`src/rtl/mexp_pkg.sv`:
```
// Shared types and constants for the modular exponentiation block.
// Used by mexp_mulmod and modular_exponentiation; depends on nothing.
package mexp_pkg;

  // Width of every operand, the modulus and the result.
  localparam int unsigned FIELD_W = 31;
  // Counter width for one pass over the operand bits.
  localparam int unsigned CNT_W = $clog2(FIELD_W);
  // Configuration address width and register indexes.
  localparam int unsigned ADDR_W = 3;
  localparam logic REG_MODULUS = 1'b0;
  localparam logic [FIELD_W-1:0] MODULUS_RESET = FIELD_W'(2);

  typedef logic [FIELD_W-1:0] field_t;

  // Multiply request: product a * b reduced by the modulus.
  typedef struct packed {
    logic   start;
    field_t a;
    field_t b;
  } mm_req_t;

  // Multiply response: done is high in the last cycle, with the product.
  typedef struct packed {
    logic   done;
    field_t prod;
  } mm_rsp_t;

endpackage

```
`src/rtl/mexp_mulmod.sv`:
```
// Bit-serial interleaved modular multiplier: one bit of operand a per cycle.
// Depends on mexp_pkg for widths and the request and response structs.
module mexp_mulmod (
  input  logic                     clk_i,
  input  logic                     rst_ni,
  input  mexp_pkg::mm_req_t        req_i,
  input  mexp_pkg::field_t         modulus_i,
  output mexp_pkg::mm_rsp_t        rsp_o
);

  mexp_pkg::field_t a_q, a_d;
  mexp_pkg::field_t b_q;
  mexp_pkg::field_t n_q;
  mexp_pkg::field_t r_q, r_d;
  logic [mexp_pkg::CNT_W-1:0] cnt_q, cnt_d;
  logic busy_q, busy_d;

  logic [mexp_pkg::FIELD_W+1:0] sum;
  logic [mexp_pkg::FIELD_W+1:0] n1;
  logic [mexp_pkg::FIELD_W+1:0] n2;
  logic [mexp_pkg::FIELD_W+1:0] addend;
  logic [mexp_pkg::FIELD_W+1:0] reduced;

  // One step: double the partial product, add b when the current bit of a
  // is set, then take off the modulus once or twice so it stays below n.
  always_comb begin
    addend  = a_q[mexp_pkg::FIELD_W-1] ? {2'b00, b_q} : '0;
    sum     = {1'b0, r_q, 1'b0} + addend;
    n1      = {2'b00, n_q};
    n2      = {1'b0, n_q, 1'b0};
    if (sum >= n2) begin
      reduced = sum - n2;
    end else if (sum >= n1) begin
      reduced = sum - n1;
    end else begin
      reduced = sum;
    end
  end

  // Next-state logic for the bit counter and the operand shift.
  always_comb begin
    a_d    = a_q;
    r_d    = r_q;
    cnt_d  = cnt_q;
    busy_d = busy_q;
    if (req_i.start) begin
      a_d    = req_i.a;
      r_d    = '0;
      cnt_d  = mexp_pkg::CNT_W'(mexp_pkg::FIELD_W - 1);
      busy_d = 1'b1;
    end else if (busy_q) begin
      a_d   = {a_q[mexp_pkg::FIELD_W-2:0], 1'b0};
      r_d   = reduced[mexp_pkg::FIELD_W-1:0];
      cnt_d = cnt_q - 1'b1;
      if (cnt_q == '0) begin
        busy_d = 1'b0;
      end
    end
  end

  // Control state.
  always_ff @(posedge clk_i or negedge rst_ni) begin
    if (!rst_ni) begin
      cnt_q  <= '0;
      busy_q <= 1'b0;
    end else begin
      cnt_q  <= cnt_d;
      busy_q <= busy_d;
    end
  end

  // Operand and partial product registers.
  always_ff @(posedge clk_i) begin
    a_q <= a_d;
    r_q <= r_d;
    if (req_i.start) begin
      b_q <= req_i.b;
      n_q <= modulus_i;
    end
  end

  // The product is ready in the last step, straight from the reduction.
  assign rsp_o.done = busy_q && (cnt_q == '0);
  assign rsp_o.prod = reduced[mexp_pkg::FIELD_W-1:0];

endmodule

```
`src/rtl/modular_exponentiation.sv`:
```
// Modular exponentiation: power_mod = base ** exponent mod modulus, by
// left-to-right square and multiply over all 31 exponent bits. Every
// modular product runs through one bit-serial multiplier; the first one
// reduces the base. busy is high from the cycle after start is taken until
// the result strobe has passed. The result is shown for exactly one cycle
// with power_mod_valid_o and is not held, so the receiver must take
// it then. A modulus below two gives zero at once. Write modulus only
// while busy is low. Depends on mexp_pkg and mexp_mulmod.
module modular_exponentiation (
  input  logic                          clk_i,
  input  logic                          rst_ni,
  // Configuration port.
  input  logic                          psel,
  input  logic                          penable,
  input  logic                          pwrite,
  input  logic [mexp_pkg::ADDR_W-1:0]   paddr,
  input  logic [31:0]                   pwdata,
  output logic [31:0]                   prdata,
  output logic                          pready,
  // Request channel.
  input  logic                          start,
  output logic                          busy,
  input  logic [mexp_pkg::FIELD_W-1:0]  base_i,
  input  logic [mexp_pkg::FIELD_W-1:0]  exponent_i,
  // Result channel.
  output logic                          power_mod_valid_o,
  output logic [mexp_pkg::FIELD_W-1:0]  power_mod_o
);

  localparam logic [2:0] ST_IDLE = 3'd0;
  localparam logic [2:0] ST_RED  = 3'd1;
  localparam logic [2:0] ST_SQ   = 3'd2;
  localparam logic [2:0] ST_MUL  = 3'd3;
  localparam logic [2:0] ST_OUT  = 3'd4;

  logic [2:0] state_q, state_d;
  mexp_pkg::field_t modulus_q;
  mexp_pkg::field_t base_q, base_d;
  mexp_pkg::field_t exp_q, exp_d;
  mexp_pkg::field_t res_q, res_d;
  logic [mexp_pkg::CNT_W-1:0] cnt_q, cnt_d;

  mexp_pkg::mm_req_t mm_req;
  mexp_pkg::mm_rsp_t mm_rsp;
  logic accept;
  logic cfg_write;
  logic mod_small;

  // Configuration register access.
  assign cfg_write = psel && penable && pwrite;
  assign pready    = 1'b1;
  assign prdata    = (paddr[2] == mexp_pkg::REG_MODULUS) ? {1'b0, modulus_q} : '0;

  always_ff @(posedge clk_i or negedge rst_ni) begin
    if (!rst_ni) begin
      modulus_q <= mexp_pkg::MODULUS_RESET;
    end else if (cfg_write && (paddr[2] == mexp_pkg::REG_MODULUS)) begin
      modulus_q <= pwdata[mexp_pkg::FIELD_W-1:0];
    end
  end

  assign accept    = start && !busy;
  assign mod_small = (modulus_q < mexp_pkg::FIELD_W'(2));

  // Sequencer: reduce the base, then per exponent bit a square and, for a
  // set bit, a multiply by the base. Each finished product but the last starts the next.
  always_comb begin
    state_d  = state_q;
    base_d   = base_q;
    exp_d    = exp_q;
    res_d    = res_q;
    cnt_d    = cnt_q;
    mm_req   = '0;
    unique case (state_q) inside
      ST_IDLE: begin
        if (start) begin
          exp_d = exponent_i;
          cnt_d = mexp_pkg::CNT_W'(mexp_pkg::FIELD_W - 1);
          if (mod_small) begin
            res_d   = '0;
            state_d = ST_OUT;
          end else begin
            mm_req.start = 1'b1;
            mm_req.a     = base_i;
            mm_req.b     = mexp_pkg::FIELD_W'(1);
            state_d      = ST_RED;
          end
        end
      end
      ST_RED: begin
        if (mm_rsp.done) begin
          base_d       = mm_rsp.prod;
          mm_req.start = 1'b1;
          mm_req.a     = mexp_pkg::FIELD_W'(1);
          mm_req.b     = mexp_pkg::FIELD_W'(1);
          state_d      = ST_SQ;
        end
      end
      ST_SQ, ST_MUL: begin
        if (mm_rsp.done) begin
          if ((state_q == ST_SQ) && exp_q[mexp_pkg::FIELD_W-1]) begin
            mm_req.start = 1'b1;
            mm_req.a     = mm_rsp.prod;
            mm_req.b     = base_q;
            state_d      = ST_MUL;
          end else if (cnt_q == '0) begin
            res_d   = mm_rsp.prod;
            state_d = ST_OUT;
          end else begin
            exp_d        = {exp_q[mexp_pkg::FIELD_W-2:0], 1'b0};
            cnt_d        = cnt_q - 1'b1;
            mm_req.start = 1'b1;
            mm_req.a     = mm_rsp.prod;
            mm_req.b     = mm_rsp.prod;
            state_d      = ST_SQ;
          end
        end
      end
      ST_OUT: begin
        state_d = ST_IDLE;
      end
      default: begin
        state_d = ST_IDLE;
      end
    endcase
  end

  // Control state.
  always_ff @(posedge clk_i or negedge rst_ni) begin
    if (!rst_ni) begin
      state_q <= ST_IDLE;
      cnt_q   <= '0;
    end else begin
      state_q <= state_d;
      cnt_q   <= cnt_d;
    end
  end

  // Working registers.
  always_ff @(posedge clk_i) begin
    base_q <= base_d;
    exp_q  <= exp_d;
    res_q  <= res_d;
  end

  mexp_mulmod u_mulmod (
    .clk_i     (clk_i),
    .rst_ni    (rst_ni),
    .req_i     (mm_req),
    .modulus_i (modulus_q),
    .rsp_o     (mm_rsp)
  );

  assign busy              = (state_q != ST_IDLE);
  assign power_mod_valid_o = (state_q == ST_OUT);
  assign power_mod_o       = res_q;

  // A taken request keeps the block busy in the next cycle.
  a_accept_busy: assert property (@(posedge clk_i) disable iff (!rst_ni)
    accept |=> busy)
    else $error("block not busy after a request was taken");

  // The result strobe is followed by an idle block.
  a_strobe_idle: assert property (@(posedge clk_i) disable iff (!rst_ni)
    power_mod_valid_o |=> !busy && !power_mod_valid_o)
    else $error("block still busy after the result strobe");

  // The multiplier only finishes while a product is awaited.
  a_mm_done_state: assert property (@(posedge clk_i) disable iff (!rst_ni)
    mm_rsp.done |-> (state_q == ST_RED) || (state_q == ST_SQ) || (state_q == ST_MUL))
    else $error("multiplier finished outside a multiply step");

endmodule

```
`config.mk`:
```
export PLATFORM = sky130hd
export DESIGN_NAME = modular_exponentiation
export DESIGN_NICKNAME = d
export VERILOG_FILES = /design/src/rtl/mexp_pkg.sv /design/src/rtl/mexp_mulmod.sv /design/src/rtl/modular_exponentiation.sv
export SDC_FILE = /design/constraint.sdc
export NUM_CORES = 1
export LEC_CHECK = 0
export BUFFER_PORTS_ARGS = -buffer_cell sky130_fd_sc_hd__buf_2
export CAP_MARGIN = 5
export CORE_MARGIN = 4
export CORE_UTILIZATION = 30
export CTS_CLUSTER_SIZE = 24
export DETAILED_ROUTE_END_ITERATION = 12
export PLACE_DENSITY = 0.55
export SLEW_MARGIN = 5
export SYNTH_ARGS = -nofsm -noshare
export SYNTH_HDL_FRONTEND = slang
export SYNTH_HIERARCHICAL = 1
export SYNTH_SLANG_ARGS = --single-unit
```
`constraint.sdc`:
```
create_clock -name clk_i -period 15.5 [get_ports clk_i]
set_input_delay 3.1 -clock clk_i [delete_from_list [all_inputs] [get_ports clk_i]]
set_output_delay 3.1 -clock clk_i [all_outputs]
set_load 0.005 [all_outputs]
```
==> results.toml, run 1 <==
[place]
place_area_sq_um = 18100
hpwlAfterDp_um = 34300
gp_congestion = 0.851
io_buffers = 163
place_worst_setup_slack_ns = 7.66

[worst_setup_path]
crit_fanout = 39
reg2reg_slack_ns = 7.49
cp-startpoint = "u_mulmod/a_q[30]$_DFFE_PP_"
r2r_start = "u_mulmod/a_q[30]$_DFFE_PP_"
cp_slowest_stage_delay_ns = 0.71
end_kind = "register"
crit_chain = "buf_4 > and2_1 > ha_1 > fa_1 > a21o_1 > and4_1 > o21ai_0 > o21ai_0 > a211oi_1 > a21oi_1 > xor2_1 > ha_1 > nand2_1 > o21ai_0 > a211oi_1 > a211oi_1 > a211oi_2 > o211ai_4 > buf_4 > mux2i_1 > o21ai_0 > and2_1 > nand2_1 > a21oi_1"
cpLargestDelayFamily = "compound AO/OA/AOI/OAI gates"
crit_top_cell = "o21ai_0"
reg2reg_depth = 24
worst_setup_path_start_kind = "register"
critical_path_class = "register to register"
critPathRequiredTime_ns = 15.88
arrival_ns = 8.39
regToRegEndpoint = "u_mulmod/b_q[7]$_DFFE_PP_"
crit_buf_inv = 2
crit_slowest_cell = "o21ai_0"

[power_and_ir_drop]
power_mw = 2.45
power_density_nw_per_um2 = 127
ir_drop_mv = 0.0816
leakage_nw = 8.21

[synth]
avgSynthCellArea_sq_um = 9.81
synth_compound_area_frac = 0.179
synthSimpleGateAreaFrac = 0.172
synth.cell_area_sq_um = 16700
synth-async-reset-ratio = 0.172
synthAdderAreaFrac = 0.0757
synth-seq-cells = 262
synth_top_family_by_area = "compound AO/OA/AOI/OAI gates"
synth.distinct_cells = 91
yosysWarnings = 6
synth_xor_area_frac = 0.0421
yosysSeqAreaShare = 0.440
synth.area.mux_share = 0.0499
synth_edf_count = 186
synth_nets = 1900
synth_cells = 1698
yosys_most_used_dff = "edfxtp_1"

[timing]
timing.final.crit_share = 0.517
setup_viol = 0
timing.final.ws_setup_ns = 7.49
slew_headroom = 0.202
fmax_mhz = 125
fin_crit_ns = 8.01
finalHoldViolCount = 0
skew_ns = 0.0307
slew_violations = 0
setup_tns_ns = 0
worst_pin_slew_ns = 1.20
grt_setup_unrepaired = "no"

[layout]
regArea_sq_um = 7330
drive_above_1_share = 0.182
design_area_sq_um = 19300
nNetsFinal = 2025
fillers = 5610
area_delta_synth_final_pct = 15.8
multi_input_comb_area_sq_um = 8680

[die]
dieArea_sq_um = 59400
start_util = 0.303
fp.coreArea_sq_um = 55000
die_width_um = 244
row_count = 86
boundaryPins = 169
die_height_um = 244

[min_path]
worstHoldEndpoint = "u_mulmod/r_q[21]$_SDFFE_PP0P_"
min_delay_path_depth = 2
hp-class = "register to register"
hp-start = "u_mulmod/r_q[21]$_SDFFE_PP0P_"

[route]
via_count = 13100
antenna_left = 0
drt_iter0_markers = 800
firstDrtPassIters = 5
viasPerCell = 5.03
drc = 0
wirelength_um = 46100
wl_per_cell_um = 17.8

[run]
drv_cap = 0

[grt]
grt_overflow = 0
grt_pass1_wl_um = 72200
antenna_found_initial = 0
track_usage = 0.152
grt_max_degree = 65
grt_pass1_vias = 13000

[clock_network]
clk_path_buf_depth = 3
cts.htree.levels = 2
cts_resized = 0
cts_tree = "yes"
clk_pin_slew_worst_paths_ns = 0.06
post_cts_buffers = 0
clk_latency_ns = 0.55
cts_root_buf = "clkbuf_16"
cts_sinks = 262
numCtsBuffers = 34
hold_buffers = 0

[status]
outcome = "finished, final reports clean"
cells in the mapped netlist, types with 4 or more instances:
library cell | number | area share
buf_1 | 11 | 0.0025
xnor2_1 | 55 | 0.029
o22ai_1 | 4 | 0.0015
or2_2 | 10 | 0.0038
nand2b_1 | 25 | 0.0094
dfxtp_1 | 31 | 0.037
a211o_1 | 4 | 0.0021
o21bai_1 | 16 | 0.0072
a22o_1 | 30 | 0.016
clkbuf_1 | 50 | 0.011
dfrtp_1 | 44 | 0.066
a311oi_1 | 9 | 0.0047
buf_6 | 8 | 0.0054
inv_1 | 63 | 0.014
nor3_1 | 21 | 0.0063
buf_4 | 5 | 0.0023
a31oi_1 | 19 | 0.0071
a311o_1 | 4 | 0.0024
mux2_2 | 64 | 0.043
o21a_1 | 21 | 0.0095
nor2_1 | 94 | 0.021
nand4_1 | 19 | 0.0071
mux2i_1 | 11 | 0.0066
o211ai_1 | 17 | 0.0077
a211oi_1 | 13 | 0.0059
a21oi_1 | 134 | 0.040
buf_2 | 15 | 0.0045
xor2_1 | 25 | 0.013
o21ai_0 | 58 | 0.017
nor2b_1 | 44 | 0.017
and2_1 | 67 | 0.025
nor4_1 | 9 | 0.0034
o2111ai_1 | 4 | 0.0021
and3_1 | 17 | 0.0064
a21o_1 | 31 | 0.014
nand3_1 | 31 | 0.0093
nand2_1 | 243 | 0.055
a41oi_1 | 4 | 0.0021
ha_1 | 96 | 0.072
edfxtp_1 | 186 | 0.34
o211a_1 | 9 | 0.0054
power breakdown:
group | internal (mW) | total (mW) | switching (mW)
combinational | 0.306 | 0.766 | 0.460
sequential | 0.824 | 0.863 | 0.0392
clock | 0.508 | 0.825 | 0.318
cell families after synthesis:
family / Yosys count
AO/OA/AOI/OAI: 431
adder cells (fa/ha/maj): 99
AND/OR/NAND/NOR: 597
buffers and inverters: 152
other: 2
multiplexers: 75
XOR/XNOR: 80
flip-flops: 262
worst register-to-register path, delay by kind of cell, from the launching register on:
family / cells / cell delay (ns)
mux: 1 / 0.15
xor+xnor: 1 / 0.37
fa+ha+maj: 3 / 1.02
flops: 1 / 0.36
buf+inv: 2 / 0.72
compound gates: 12 / 4.24
simple gates: 5 / 0.98
flip-flops by register name, indices dropped and copies added, names as in the netlist, 3 cells and up:
name and cells:
power_mod_o 31, u_mulmod/cnt_q 5, u_mulmod/r_q 31, modulus_q 31, u_mulmod/n_q 31, state_q 3, u_mulmod/a_q 31, base_q 31
exp_q 31, cnt_q 5, u_mulmod/b_q 31
cells in the final DEF, fill, tap and decap left out, types with 20 or more instances in the layout:
cell	count
a21o_1	31
a21oi_1	134
a22o_1	30
and2_1	67
buf_2	162
clkbuf_16	35
dfrtp_1	44
dfxtp_1	31
edfxtp_1	186
ha_1	96
inv_1	63
mux2_2	64
nand2_1	243
nand2b_1	24
nand3_1	31
nor2_1	94
nor2b_1	42
nor3_1	20
o21a_1	21
o21ai_0	58
xnor2_1	55
xor2_1	25
stage by stage:
step	utilization	hold slack, ns	instances
2_1_floorplan	-	0.433	1698
3_3_place_gp	0.329	0.479	2535
3_5_place_dp	0.329	0.471	2535
4_1_cts	0.351	0.483	2596
5_1_grt	0.351	0.512	2596
6_report	0.351	0.482	2597
metal layers:
layer  global-route usage  share of wire
met4               0.0425          0.026
met5                    0              0
met1                0.185           0.42
met2                0.277           0.51
met3               0.0248          0.042
how the worst max path moves through the flow:
stage | endpoint | slack [ns] | cells after the start
after floorplan | u_mulmod/a_q[0]$_SDFFCE_PN0P_ | 8.44 | 8
after detailed placement | u_mulmod/b_q[7]$_DFFE_PP_ | 7.66 | 24
final | u_mulmod/b_q[7]$_DFFE_PP_ | 7.49 | 24
after global placement | u_mulmod/b_q[7]$_DFFE_PP_ | 7.73 | 24
after CTS | u_mulmod/b_q[7]$_DFFE_PP_ | 7.61 | 24
after global routing | u_mulmod/b_q[7]$_DFFE_PP_ | 6.82 | 24
layout make-up:
cell class | instances | area share
timing repair buffer | 178 | 0.0483
sequential | 262 | 0.380
clock buffer | 44 | 0.0497
clock inverter | 17 | 0.0112
tap | 748 | 0.0485
multi-input combinational | 1284 | 0.450
inverter | 63 | 0.0123
antenna | 1 | 0.000130
No activity file was read; power rests on OpenSTA's default activity.
==> run 2: changes to the inputs <==
--- a/config.mk
+++ b/config.mk
@@ -11,7 +11,7 @@
 export CORE_UTILIZATION = 30
 export CTS_CLUSTER_SIZE = 24
 export DETAILED_ROUTE_END_ITERATION = 12
-export PLACE_DENSITY = 0.55
+export PLACE_DENSITY = 0.57
 export SLEW_MARGIN = 5
 export SYNTH_ARGS = -nofsm -noshare
 export SYNTH_HDL_FRONTEND = slang
==> constraint.sdc (replaced) <==
create_clock -name clk_i -period 7.3 [get_ports clk_i]
set_input_delay 1.46 -clock clk_i [delete_from_list [all_inputs] [get_ports clk_i]]
set_output_delay 1.46 -clock clk_i [all_outputs]
set_load 0.005 [all_outputs]
==> results.toml, run 2 (same netlist as run 1, synthesis figures left out) <==
[route]
wirelength_um = 46500
drc = 0
viasPerCell = 5.06
drt_iter0_markers = 870
via_count = 13300
antenna_left = 0
firstDrtPassIters = 5
wl_per_cell_um = 17.7

[clock_network]
cts_root_buf = "clkbuf_16"
cts_resized = 0
clk_latency_ns = 0.54
cts_tree = "yes"
clk_pin_slew_worst_paths_ns = 0.06
cts_sinks = 262
clk_path_buf_depth = 3
numCtsBuffers = 35
post_cts_buffers = 0
cts.htree.levels = 2
hold_buffers = 0

[grt]
grt_pass1_vias = 13200
grt_max_degree = 65
grt_util_met2 = 0.278
groute.layer.met3.usage = 0.0248
use_met1 = 0.186
track_usage = 0.152
antenna_found_initial = 1
grt_overflow = 0
grt_pass1_wl_um = 72300
busiest_layer = "met2"

[timing]
hold_slack_ns = 0.479
slew_headroom = 0.225
skew_ns = 0.0234
fin_crit_ns = 6.84
timing.final.crit_share = 0.937
setup_tns_ns = 0
setup_viol = 0
slew_violations = 0
fmax_mhz = 146
grt_setup_unrepaired = "no"
worst_pin_slew_ns = 1.16
finalHoldViolCount = 0

[die]
fp.coreArea_sq_um = 55000
row_count = 86
die_height_um = 244
start_util = 0.303
boundaryPins = 169
die_width_um = 244
dieArea_sq_um = 59400

[min_path]
hp-class = "register to register"

[worst_setup_path]
end_kind = "register"
arrival_ns = 7.22
worst_setup_path_start_kind = "register"
critPathRequiredTime_ns = 7.68
crit_fanout = 27
critical_path_class = "register to register"

[place]
hpwlAfterDp_um = 35100
gp_congestion = 0.903
io_buffers = 163

[layout]
nNetsFinal = 2053
area_delta_synth_final_pct = 17.2
drive_above_1_share = 0.193
diodes = 0
layout_common_cells = "nand2_1 (243), edfxtp_1 (186), buf_2 (163)"
mostFrequentLayoutCell = "nand2_1"

[power_and_ir_drop]
ir_drop_mv = 0.175
power_density_nw_per_um2 = 272
leakage_nw = 8.35

[status]
outcome = "finished, final reports clean"

[run]
drv_cap = 0
==> run 2: per-stage QoR <==
stage | total power [mW] | cells | cell area, sq um | worst slack [ns] | util
after floorplan | 3.02 | 1698 | 16700 | 1.29 | -
after global placement | 3.58 | 2562 | 18300 | 0.437 | 0.334
after detailed placement | 3.60 | 2562 | 18300 | 0.408 | 0.334
after CTS | 5.38 | 2624 | 19500 | 0.378 | 0.355
after global routing | 5.62 | 2624 | 19500 | 0.0111 | 0.355
final | 5.31 | 2624 | 19500 | 0.463 | 0.355
==> run 2: worst max-delay path: stages, from the launching register on <==
cell and delay (ns):
edfxtp_1 0.44, buf_4 0.25, and2_1 0.17, ha_1 0.40, nand4_1 0.19, a21oi_1 0.14
o21ai_1 0.13, a2111o_1 0.56, a2111oi_0 0.60, buf_4 0.21, nor2_1 0.04, xnor2_1 0.35
ha_1 0.36, and3_1 0.29, nand3_1 0.09, or4_1 0.15, a21oi_1 0.09, a211oi_2 0.34
o211ai_4 0.28, buf_12 0.24, buf_4 0.16, buf_4 0.15, nand2b_1 0.15, a31oi_1 0.42
and2_1 0.22, nand2_1 0.06, a21oi_1 0.18
==> run 2: routing by layer <==
metal,routed length [um],vias to the layer above,part of all wire
met3,1900,67,0.041
met1,19300,6466,0.42
met2,24100,246,0.52
li1,-,6487,-
met4,1170,0,0.025
met5,0,-,0
==> run 2: area by class of cell <==
type	instances	area (sq um)
Fill cell	5636	35500
Multi-Input combinational cell	1284	8700
Sequential cell	262	7330
Timing Repair Buffer	205	1160
Clock buffer	47	961
Tap cell	748	936
Inverter	63	236
Clock inverter	15	205
==> run 2: power breakdown <==
group          internal [mW]  total (mW)  leakage, nW  switching (mW)
clock                   1.07        1.74        0.566           0.672
sequential              1.75        1.84         2.57          0.0862
combinational          0.729        1.73         5.21           0.998
==> run 2: worst paths after layout <==
path / startpoint / slack (ns) / to / cells past startpoint
worst min-delay path: u_mulmod/r_q[10]$_SDFFE_PP0P_ / 0.48 / u_mulmod/r_q[10]$_SDFFE_PP0P_ / 2
max in group asynchronous: rst_ni / 5.49 / state_q[2]$_DFFE_PN0P_ / 1
worst max-delay path: u_mulmod/a_q[30]$_DFFE_PP_ / 0.46 / u_mulmod/b_q[9]$_DFFE_PP_ / 26
worst max register to register: u_mulmod/a_q[30]$_DFFE_PP_ / 0.46 / u_mulmod/b_q[9]$_DFFE_PP_ / 26
worst min register to register: u_mulmod/r_q[10]$_SDFFE_PP0P_ / 0.48 / u_mulmod/r_q[10]$_SDFFE_PP0P_ / 2
min in group asynchronous: rst_ni / 1.15 / cnt_q[0]$_DFFE_PN0P_ / 1
